<file path="src/rtl/aoc_pkg.sv">
// Shared constants for the accelerometer offset calibrator.
// Field widths, axis count and default calibration lengths; no dependencies.
package aoc_pkg;

  localparam int unsigned NumAxes = 3;

  // Raw sample and corrected result widths (two's complement)
  localparam int unsigned SampleW = 16;
  localparam int unsigned CorrW   = 17;

  // Default calibration lengths, in samples
  localparam int unsigned SettleCountDef = 19;
  localparam int unsigned AvgCountDef    = 100;

endpackage

</file>
<file path="src/rtl/accel_offset_calibrator.sv">
// Three-axis accelerometer zero-offset calibration and correction.
// Depends on aoc_pkg for widths and default calibration lengths.
//
// Usage: samples arrive on the input channel (in_valid_i / in_stall_o), results
// leave on the output channel (out_valid_o / out_stall_i); a transfer happens at
// a clock edge with valid high and stall low.
// After reset the block calibrates: the first SETTLE_COUNT samples are dropped,
// the next AVG_COUNT are summed per axis, and the sample after those fixes each
// offset to its sum / AVG_COUNT (truncated toward zero) and is dropped too.
// Calibration samples give no result. From then on every sample gives one
// result per axis: sample minus offset, read as g with 8 fraction bits.
// Results are registered, in the result register or the skid register.
// Throughput: one sample per cycle while in_stall_o is low. The offset
// division is a reciprocal multiply done in the transfer cycle of the closing
// sample, so the input is not stalled there either.
// Stall: a two-entry output stage (result register plus skid register) takes
// a sample while a result waits; in_stall_o rises only once both are full.
// Reset clears the control state and restarts calibration.
module accel_offset_calibrator
  import aoc_pkg::*;
#(
  parameter int unsigned SETTLE_COUNT = SettleCountDef,
  parameter int unsigned AVG_COUNT    = AvgCountDef
) (
  input  logic                      clk_i,
  input  logic                      rst_ni,
  input  logic                      in_valid_i,
  output logic                      in_stall_o,
  input  logic signed [SampleW-1:0] sample_x_i,
  input  logic signed [SampleW-1:0] sample_y_i,
  input  logic signed [SampleW-1:0] sample_z_i,
  output logic                      out_valid_o,
  input  logic                      out_stall_i,
  output logic signed [CorrW-1:0]   corrected_x_o,
  output logic signed [CorrW-1:0]   corrected_y_o,
  output logic signed [CorrW-1:0]   corrected_z_o
);

  localparam int unsigned PhaseW = $clog2(SETTLE_COUNT + AVG_COUNT + 1);
  localparam int unsigned DivL   = $clog2(AVG_COUNT);
  // Sum holds up to AVG_COUNT * 2^15 in magnitude
  localparam int unsigned SumW   = SampleW + DivL;
  localparam int unsigned DivK   = SumW + DivL;
  localparam int unsigned RecipW = SumW + 1;
  localparam int unsigned ProdW  = SumW + RecipW;
  localparam int unsigned QuotW  = SampleW + 1;
  localparam longint unsigned RecipL =
    ((64'd1 << DivK) + 64'(AVG_COUNT) - 64'd1) / 64'(AVG_COUNT);
  localparam logic [RecipW-1:0] Recip   = RecipW'(RecipL);
  localparam logic [PhaseW-1:0] SettleEnd = PhaseW'(SETTLE_COUNT);
  localparam logic [PhaseW-1:0] AvgEnd    = PhaseW'(SETTLE_COUNT + AVG_COUNT);

  typedef logic signed [SampleW-1:0] sample_t;
  typedef logic signed [CorrW-1:0]   corr_t;
  typedef logic signed [SumW-1:0]    sum_t;

  // Handshake
  logic in_acc, out_take, produce;

  // Calibration state
  logic [PhaseW-1:0] phase_q, phase_d;
  logic              calib_q, calib_d;
  sum_t              sum_q [NumAxes];
  sum_t              sum_d [NumAxes];
  logic [QuotW-1:0]  quot_q [NumAxes];
  logic [QuotW-1:0]  quot_d [NumAxes];
  logic              neg_q [NumAxes];
  logic              neg_d [NumAxes];

  // Output stage
  logic  out_valid_q, out_valid_d, skid_valid_q, skid_valid_d;
  corr_t out_q [NumAxes];
  corr_t out_d [NumAxes];
  corr_t skid_q [NumAxes];
  corr_t skid_d [NumAxes];

  sample_t          sample [NumAxes];
  corr_t            corr [NumAxes];
  logic [SumW-1:0]  mag [NumAxes];
  logic [ProdW-1:0] prod [NumAxes];

  assign sample[0] = sample_x_i;
  assign sample[1] = sample_y_i;
  assign sample[2] = sample_z_i;

  assign in_stall_o = skid_valid_q;
  assign in_acc     = in_valid_i & ~skid_valid_q;
  assign out_take   = out_valid_q & ~out_stall_i;
  assign produce    = in_acc & calib_q;

  // Per-axis datapath: correction, and quotient by reciprocal multiply
  always_comb begin
    for (int a = 0; a < NumAxes; a++) begin
      corr[a] = neg_q[a] ? (CorrW'(sample[a]) + CorrW'(quot_q[a]))
                         : (CorrW'(sample[a]) - CorrW'(quot_q[a]));
      mag[a]  = sum_q[a][SumW-1] ? (-sum_q[a]) : sum_q[a];
      prod[a] = ProdW'(mag[a]) * ProdW'(Recip);
    end
  end

  // Calibration sequence
  always_comb begin
    phase_d = phase_q;
    calib_d = calib_q;
    for (int a = 0; a < NumAxes; a++) begin
      sum_d[a]  = sum_q[a];
      quot_d[a] = quot_q[a];
      neg_d[a]  = neg_q[a];
    end
    if (in_acc && !calib_q) begin
      if (phase_q < SettleEnd) begin
        phase_d = phase_q + PhaseW'(1);
      end else if (phase_q < AvgEnd) begin
        phase_d = phase_q + PhaseW'(1);
        for (int a = 0; a < NumAxes; a++) begin
          sum_d[a] = sum_q[a] + SumW'(sample[a]);
        end
      end else begin
        // Closing sample: fix the offsets, drop the sample
        phase_d = '0;
        calib_d = 1'b1;
        for (int a = 0; a < NumAxes; a++) begin
          quot_d[a] = prod[a][DivK +: QuotW];
          neg_d[a]  = sum_q[a][SumW-1];
        end
      end
    end
  end

  // Result register with skid register behind it
  always_comb begin
    out_valid_d  = out_valid_q;
    skid_valid_d = skid_valid_q;
    for (int a = 0; a < NumAxes; a++) begin
      out_d[a]  = out_q[a];
      skid_d[a] = skid_q[a];
    end
    if (!out_valid_q || out_take) begin
      if (skid_valid_q) begin
        out_valid_d  = 1'b1;
        skid_valid_d = 1'b0;
        for (int a = 0; a < NumAxes; a++) out_d[a] = skid_q[a];
      end else if (produce) begin
        out_valid_d = 1'b1;
        for (int a = 0; a < NumAxes; a++) out_d[a] = corr[a];
      end else begin
        out_valid_d = 1'b0;
      end
    end else if (produce) begin
      // Result register held: park the new result
      skid_valid_d = 1'b1;
      for (int a = 0; a < NumAxes; a++) skid_d[a] = corr[a];
    end
  end

  always_ff @(posedge clk_i or negedge rst_ni) begin
    if (!rst_ni) begin
      phase_q      <= '0;
      calib_q      <= 1'b0;
      out_valid_q  <= 1'b0;
      skid_valid_q <= 1'b0;
      for (int a = 0; a < NumAxes; a++) sum_q[a] <= '0;
    end else begin
      phase_q      <= phase_d;
      calib_q      <= calib_d;
      out_valid_q  <= out_valid_d;
      skid_valid_q <= skid_valid_d;
      for (int a = 0; a < NumAxes; a++) sum_q[a] <= sum_d[a];
    end
  end

  always_ff @(posedge clk_i) begin
    for (int a = 0; a < NumAxes; a++) begin
      quot_q[a] <= quot_d[a];
      neg_q[a]  <= neg_d[a];
      out_q[a]  <= out_d[a];
      skid_q[a] <= skid_d[a];
    end
  end

  assign out_valid_o   = out_valid_q;
  assign corrected_x_o = out_q[0];
  assign corrected_y_o = out_q[1];
  assign corrected_z_o = out_q[2];

`ifndef SYNTHESIS
  // Skid register fills only behind a held result
  a_skid_behind_out : assert property (@(posedge clk_i) disable iff (!rst_ni)
    skid_valid_q |-> out_valid_q)
    else $error("skid register full while result register empty");

  // No result before calibration completes
  a_no_result_uncal : assert property (@(posedge clk_i) disable iff (!rst_ni)
    out_valid_q |-> calib_q)
    else $error("result presented before calibration");

  // Phase count stays within the calibration sequence
  a_phase_range : assert property (@(posedge clk_i) disable iff (!rst_ni)
    phase_q <= AvgEnd)
    else $error("phase count beyond calibration sequence");

  // Calibration is kept until reset
  a_calib_sticky : assert property (@(posedge clk_i) disable iff (!rst_ni)
    calib_q |=> calib_q)
    else $error("calibration lost");

  // Offsets are frozen once calibrated
  a_offset_frozen : assert property (@(posedge clk_i) disable iff (!rst_ni)
    calib_q |=> ($stable(quot_q[0]) && $stable(quot_q[1]) && $stable(quot_q[2])))
    else $error("offset changed after calibration");
`endif

endmodule
</file>
<file path="config.mk">
export PLATFORM = sky130hd
export DESIGN_NAME = accel_offset_calibrator
export DESIGN_NICKNAME = d
export VERILOG_FILES = /design/src/rtl/aoc_pkg.sv /design/src/rtl/accel_offset_calibrator.sv
export SDC_FILE = /design/constraint.sdc
export NUM_CORES = 2
export LEC_CHECK = 0
export BUFFER_PORTS_ARGS = -buffer_cell sky130_fd_sc_hd__buf_2
export CORE_MARGIN = 2
export CORE_UTILIZATION = 66
export DETAILED_ROUTE_END_ITERATION = 10
export PLACE_DENSITY = 0.84
export SKIP_CTS_REPAIR_TIMING = 1
export SLEW_MARGIN = 30
export SYNTH_ARGS = -nofsm -noshare
export SYNTH_HDL_FRONTEND = slang
export SYNTH_SLANG_ARGS = --single-unit
export TNS_END_PERCENT = 100
</file>
<file path="constraint.sdc">
create_clock -name clk_i -period 10.3 [get_ports clk_i]
set_clock_uncertainty 0.1 [all_clocks]
set_input_delay 1.03 -clock clk_i [delete_from_list [all_inputs] [get_ports clk_i]]
set_output_delay 1.03 -clock clk_i [all_outputs]
set_load 0.1 [all_outputs]
</file>
---- Word level (Yosys, flattened, before mapping) ----
Memory sizes are Yosys's and may differ from the RTL's.
Cells that the tools add are included.
operators by class
  multiplexer cells ....................... 23
  reductions and logical operators ........ 7
  multipliers ............................. 3
  bitwise operators ....................... 7
  magnitude comparators ................... 2
  add/subtract/negate cells ............... 13
operator list
  kind                                                                          count
  51-bit 2-to-1 mux                                                             8
  23-bit by 24-bit multiplier with 47-bit output, second input constant         3
  23-bit by 16-bit adder with 23-bit output                                     3
  23-bit 2-to-1 mux                                                             3
  23-bit negation                                                               3
  17-bit adder                                                                  3
  17-bit 2-to-1 mux                                                             3
  17-bit subtractor                                                             3
  7-bit 2-to-1 mux                                                              2
  3-bit 2-to-1 mux                                                              3
  7-bit by 1-bit adder with 7-bit output, second input constant                 1
  7-bit by 5-bit less-than comparator with 1-bit output, second input constant  1
  7-bit less-than comparator, second input constant                             1
  3-bit AND reduction                                                           2
  1-bit 2-to-1 mux                                                              4
  1-bit inverter                                                                4
  1-bit bitwise AND                                                             3
  1-bit logical NOT                                                             2
  2-bit nonzero test                                                            1
  1-bit logical AND                                                             1
  1-bit logical OR                                                              1
word-level totals
  input port bits ......................... 52
  word-level logic and storage cells ...... 66
  bits in registers ....................... 79
  RAM bits ................................ 156
  memories ................................ 4
memories
  name    words  bits a word  read ports  clocked after Yosys merged registers in  wr ports  RTL line                       source
  out_q   3      17           3           0                                        3         accel_offset_calibrator.sv:72  corr_t out_q [NumAxes];
  quot_q  3      17           3           0                                        3         accel_offset_calibrator.sv:65  logic [QuotW-1:0] quot_q [NumAxes];
  skid_q  3      17           3           0                                        3         accel_offset_calibrator.sv:74  corr_t skid_q [NumAxes];
  neg_q   3      1            3           0                                        3         accel_offset_calibrator.sv:67  logic neg_q [NumAxes];

---- Depth between registers and ports, before layout ----
  word-level depth ........................ 6
  mapped depth ............................ 33

---- Worst setup path before layout ----
Ideal clock, no wire load.
  path kind ............................... register -> register
  from .................................... reg sum_q[50] (netlist bit)
  to ...................................... mem quot_q[0][4] (netlist bit) (data pin)
  required time ........................... 9.938 ns
  buffers on the path ..................... 0
  library setup time ...................... 0.262 ns
  setup slack ............................. 1.866 ns
  arrival ................................. 8.072 ns
  stages on the path, launching flop included .. 30
  period minus slack after synthesis ...... 8.434 ns
  path through ............................ dfrtp_1 > or4_4 > nor4_4 > nand3_1 > or4_4 > or3_4 > or4b_4 > inv_1 > ha_1 > inv_1 > fa_1 > fa_1 > inv_1 > fa_1 > fa_1 > fa_1 > inv_1 > fa_1 > inv_1 > ha_1 > nand4_1 > nor4_1 > and4_1 > a221oi_1 > or4b_1 > and2_1 > a21o_1 > a21oi_1 > o21bai_1 > xor2_1
RTL lines
  element          RTL line                       source
  start, declared  accel_offset_calibrator.sv:63  sum_t sum_q [NumAxes];
  end, declared    accel_offset_calibrator.sv:65

==> out/summary.log <==
qor: synth.synth.yosys.seq_area_share 15.8%
qor: cts.clkSinkCount 235
qor: synth.fraction_of_post_synthesis_cell_area_in_the_top_cell_type_by_area 28.1%
qor: synth.yosys.cell_count.top_type sky130_fd_sc_hd__inv_1
qor: sta.final_min_period_over_clock_period 94.1%
qor: sta.tightest_slew 0.999 ns
qor: synth.synth_area_leaders sky130_fd_sc_hd__fa_1, sky130_fd_sc_hd__ha_1, sky130_fd_sc_hd__edfxtp_1
qor: cts.cts.reportedPaths.clkPinSlew 0.06 ns
qor: floorplanning.ios 105
qor: setup_path.setup.worst_path.end_class flip-flop
qor: global_routing.global_route_wire_length_before_repair 164000 um
qor: global_routing.grt_overflow_total 0
qor: setup_path.rr_worst_depth 29
qor: synth.postSynthAreaPerCell 10.1 sq um
qor: setup_path.timing.rr.end quot_q[0][15]
qor: drt.detailedRoute.firstPassIterationCount 5
qor: synth.count_of_flip_flops_with_a_built_in_enable_after_synthesis 156
qor: floorplanning.floorplan.die_area 66000 sq um
qor: final_layout.area_delta_synth_final 6.42%
qor: floorplanning.core_region_area 63200 sq um
qor: placed_design.dp_hpwl 85800 um
qor: synth.postSynthCellCount 4190
qor: drt.wire_length_reported_by_the_detailed_router 99900 um
qor: placed_design.buffers_added_on_ports 104
qor: global_routing.first_global_vias 31863
qor: synth.synth-warning-count 0
qor: setup_path.worst_path_largest_cell_delay 0.83 ns
qor: cts.clock_tree.buffer_depth 3
qor: setup_path.worstSetupStartpointType flip-flop
qor: drt.drcViolationCount 0
qor: setup_path.worst-setup-path-type flip-flop to flip-flop
qor: synth.netlist_top_cells_count sky130_fd_sc_hd__inv_1, sky130_fd_sc_hd__ha_1, sky130_fd_sc_hd__fa_1, sky130_fd_sc_hd__nand2_1, sky130_fd_sc_hd__edfxtp_1
qor: global_routing.number_of_antenna_violations_at_the_first_check_in_global_routing 6
qor: setup_path.critical_path.endpoint quot_q[0][15]
qor: setup_path.arrival 9.92 ns
qor: final_layout.fin_nets 5800
qor: placed_design.placed_instances 5134
qor: run_status.status completed
qor: cts.htree_levels 1
qor: synth.yosysUniqueCellTypes 74
qor: floorplanning.die-height 257 um
qor: setup_path.worst_flop_to_flop_path_startpoint sum_q[50]
qor: synth.synthArstFlopShare 33.6%
qor: final_layout.count_of_placed_standard_cells_in_the_final_layout_fillers_left_out 5188
qor: synth.dominantRegCellSynth sky130_fd_sc_hd__edfxtp_1
qor: sta.finalSetupViolCount 0
qor: cts.clk_root_buffer_cell sky130_fd_sc_hd__clkbuf_16
qor: final_layout.layout_cells_sized_above_1 6.06%
qor: drt.route.vias.total 29764
qor: global_routing.grt_util_all_layers 31.4%
qor: cts.cts_tree built
qor: cts.worst_skew_pair.late_latency 0.58 ns
qor: floorplanning.initial_core_util 66.8%
qor: setup_path.critPathMostFrequentCell sky130_fd_sc_hd__fa_1
qor: global_routing.grt_start_max_net_pins 75
qor: setup_path.regToRegSetupSlack 0.61 ns
qor: sta.grt_setup_unrepaired false
qor: sta.clock.fmax 0.103 GHz
qor: synth.ff_latch_count_synth 235
qor: setup_path.worstPathRequired 10.53 ns
qor: placed_design.gp_congestion 0.989
qor: drt.routedWlPerCell 19.3 um
qor: sta.final_period_minus_worst_setup_slack 9.69 ns
qor: drt.via_per_inst 5.74
qor: sta.summed_negative_setup_slack_over_all_endpoints 0 ns
qor: floorplanning.rows 92
qor: drt.drtAntennaViolNets 0
qor: sta.slew-limit-headroom 32.9%
qor: hold_path.worstHoldPathType primary input to asynchronous set/reset pin
qor: setup_path.worst_path_max_delay_cell sky130_fd_sc_hd__nor4_1
qor: synth.largest_area_contributor_in_the_synthesized_netlist sky130_fd_sc_hd__fa_1
qor: sta.timing_max_transition_violations_final 0
qor: synth.synthesis.area 42200 sq um
qor: setup_path.critical_path_peak_fanout 7
qor: job.maxCapViolCount 0
qor: floorplanning.fp.dieW 257 um
qor: setup_path.startpoint sum_q[50]
qor: sta.final_hold_viol_count 0
qor: drt.drt_first_iter_violations 1979
qor: cts.cts-buffers-inserted 28
## per-layer routing
layer	wire length, um	global-route usage (%)	part of all wire [%]
met2	48800	53.7	49
met1	40600	40.7	41
met3	5870	3.84	5.9
met5	37	0	0.037
met4	4630	13.1	4.6
## cell usage in the layout, fill, tap and decap left out, drive strengths merged, types with 79 or more instances in the layout
cell type / n
a21oi: 153
inv: 1035
buf: 136
xor2: 110
dfrtp: 79
ha: 837
fa: 593
nand2: 193
o21ai: 135
nor2: 145
edfxtp: 156
xnor2: 147
## final cells by class
class / instances / area, sq um
diodes: 2 / 5.00
flip-flops and latches: 235 / 6660
fillers: 4497 / 18300
inverters: 1030 / 3870
multi-input cells: 2887 / 31600
repair buffers: 136 / 763
clock buffers: 31 / 712
clock inverters: 21 / 282
well taps: 846 / 1060
## kinds of logic (layout without fill, tap and decap cells)
family | count (synthesis) | count (layout) | synth area share, %
AO/OA/AOI/OAI | 536 | 536 | 8.01
other | 1 | 5 | 0.00888
XOR/XNOR | 257 | 257 | 5.33
AND/OR/NAND/NOR | 609 | 609 | 7.03
buffers and inverters | 1070 | 1218 | 9.52
adder cells (fa/ha/maj) | 1430 | 1430 | 52.9
multiplexers | 52 | 52 | 1.38
flip-flops | 235 | 235 | 15.8
## through the flow
stage                     instance area, sq um  utilization, %  setup slack, ns  hold WS, ns
after global routing                     44900            71.1            0.208        0.308
after global placement                   43900            69.5            0.938        0.410
final                                    44900            71.1            0.610        0.294
after floorplan                          42200               -             1.87        0.320
after detailed placement                 43900            69.5            0.783        0.424
after CTS                                44900            71.1            0.730        0.294
## worst min-delay path by stage
stage | to | depth (start not counted)
after global routing | phase_q[3] | 1
after detailed placement | out_q[0][28] | 2
after floorplan | neg_q[0][1] | 0
after CTS | phase_q[5] | 1
final | phase_q[3] | 1
after global placement | out_q[0][28] | 2
## flip-flops by register name (all words and copies together), names as in the netlist
| register | count |
|---|---|
| sum_q | 69 |
| quot_q | 51 |
| in_stall_o | 1 |
| calib_q | 1 |
| neg_q | 3 |
| phase_q | 7 |
| out_q | 51 |
| out_valid_o | 1 |
| skid_q | 51 |
## worst max-delay path: cells and delay by family (launching register included)
kind / cells / cell delay, ns
xor+xnor: 1 / 0.14
compound gates: 6 / 1.36
fa+ha+maj: 8 / 3.38
simple gates: 9 / 3.59
buf+inv: 5 / 0.42
flops: 1 / 0.46
Power is not shown: default switching activity piles up to over one toggle a cycle in this logic, so the estimate is an artifact.
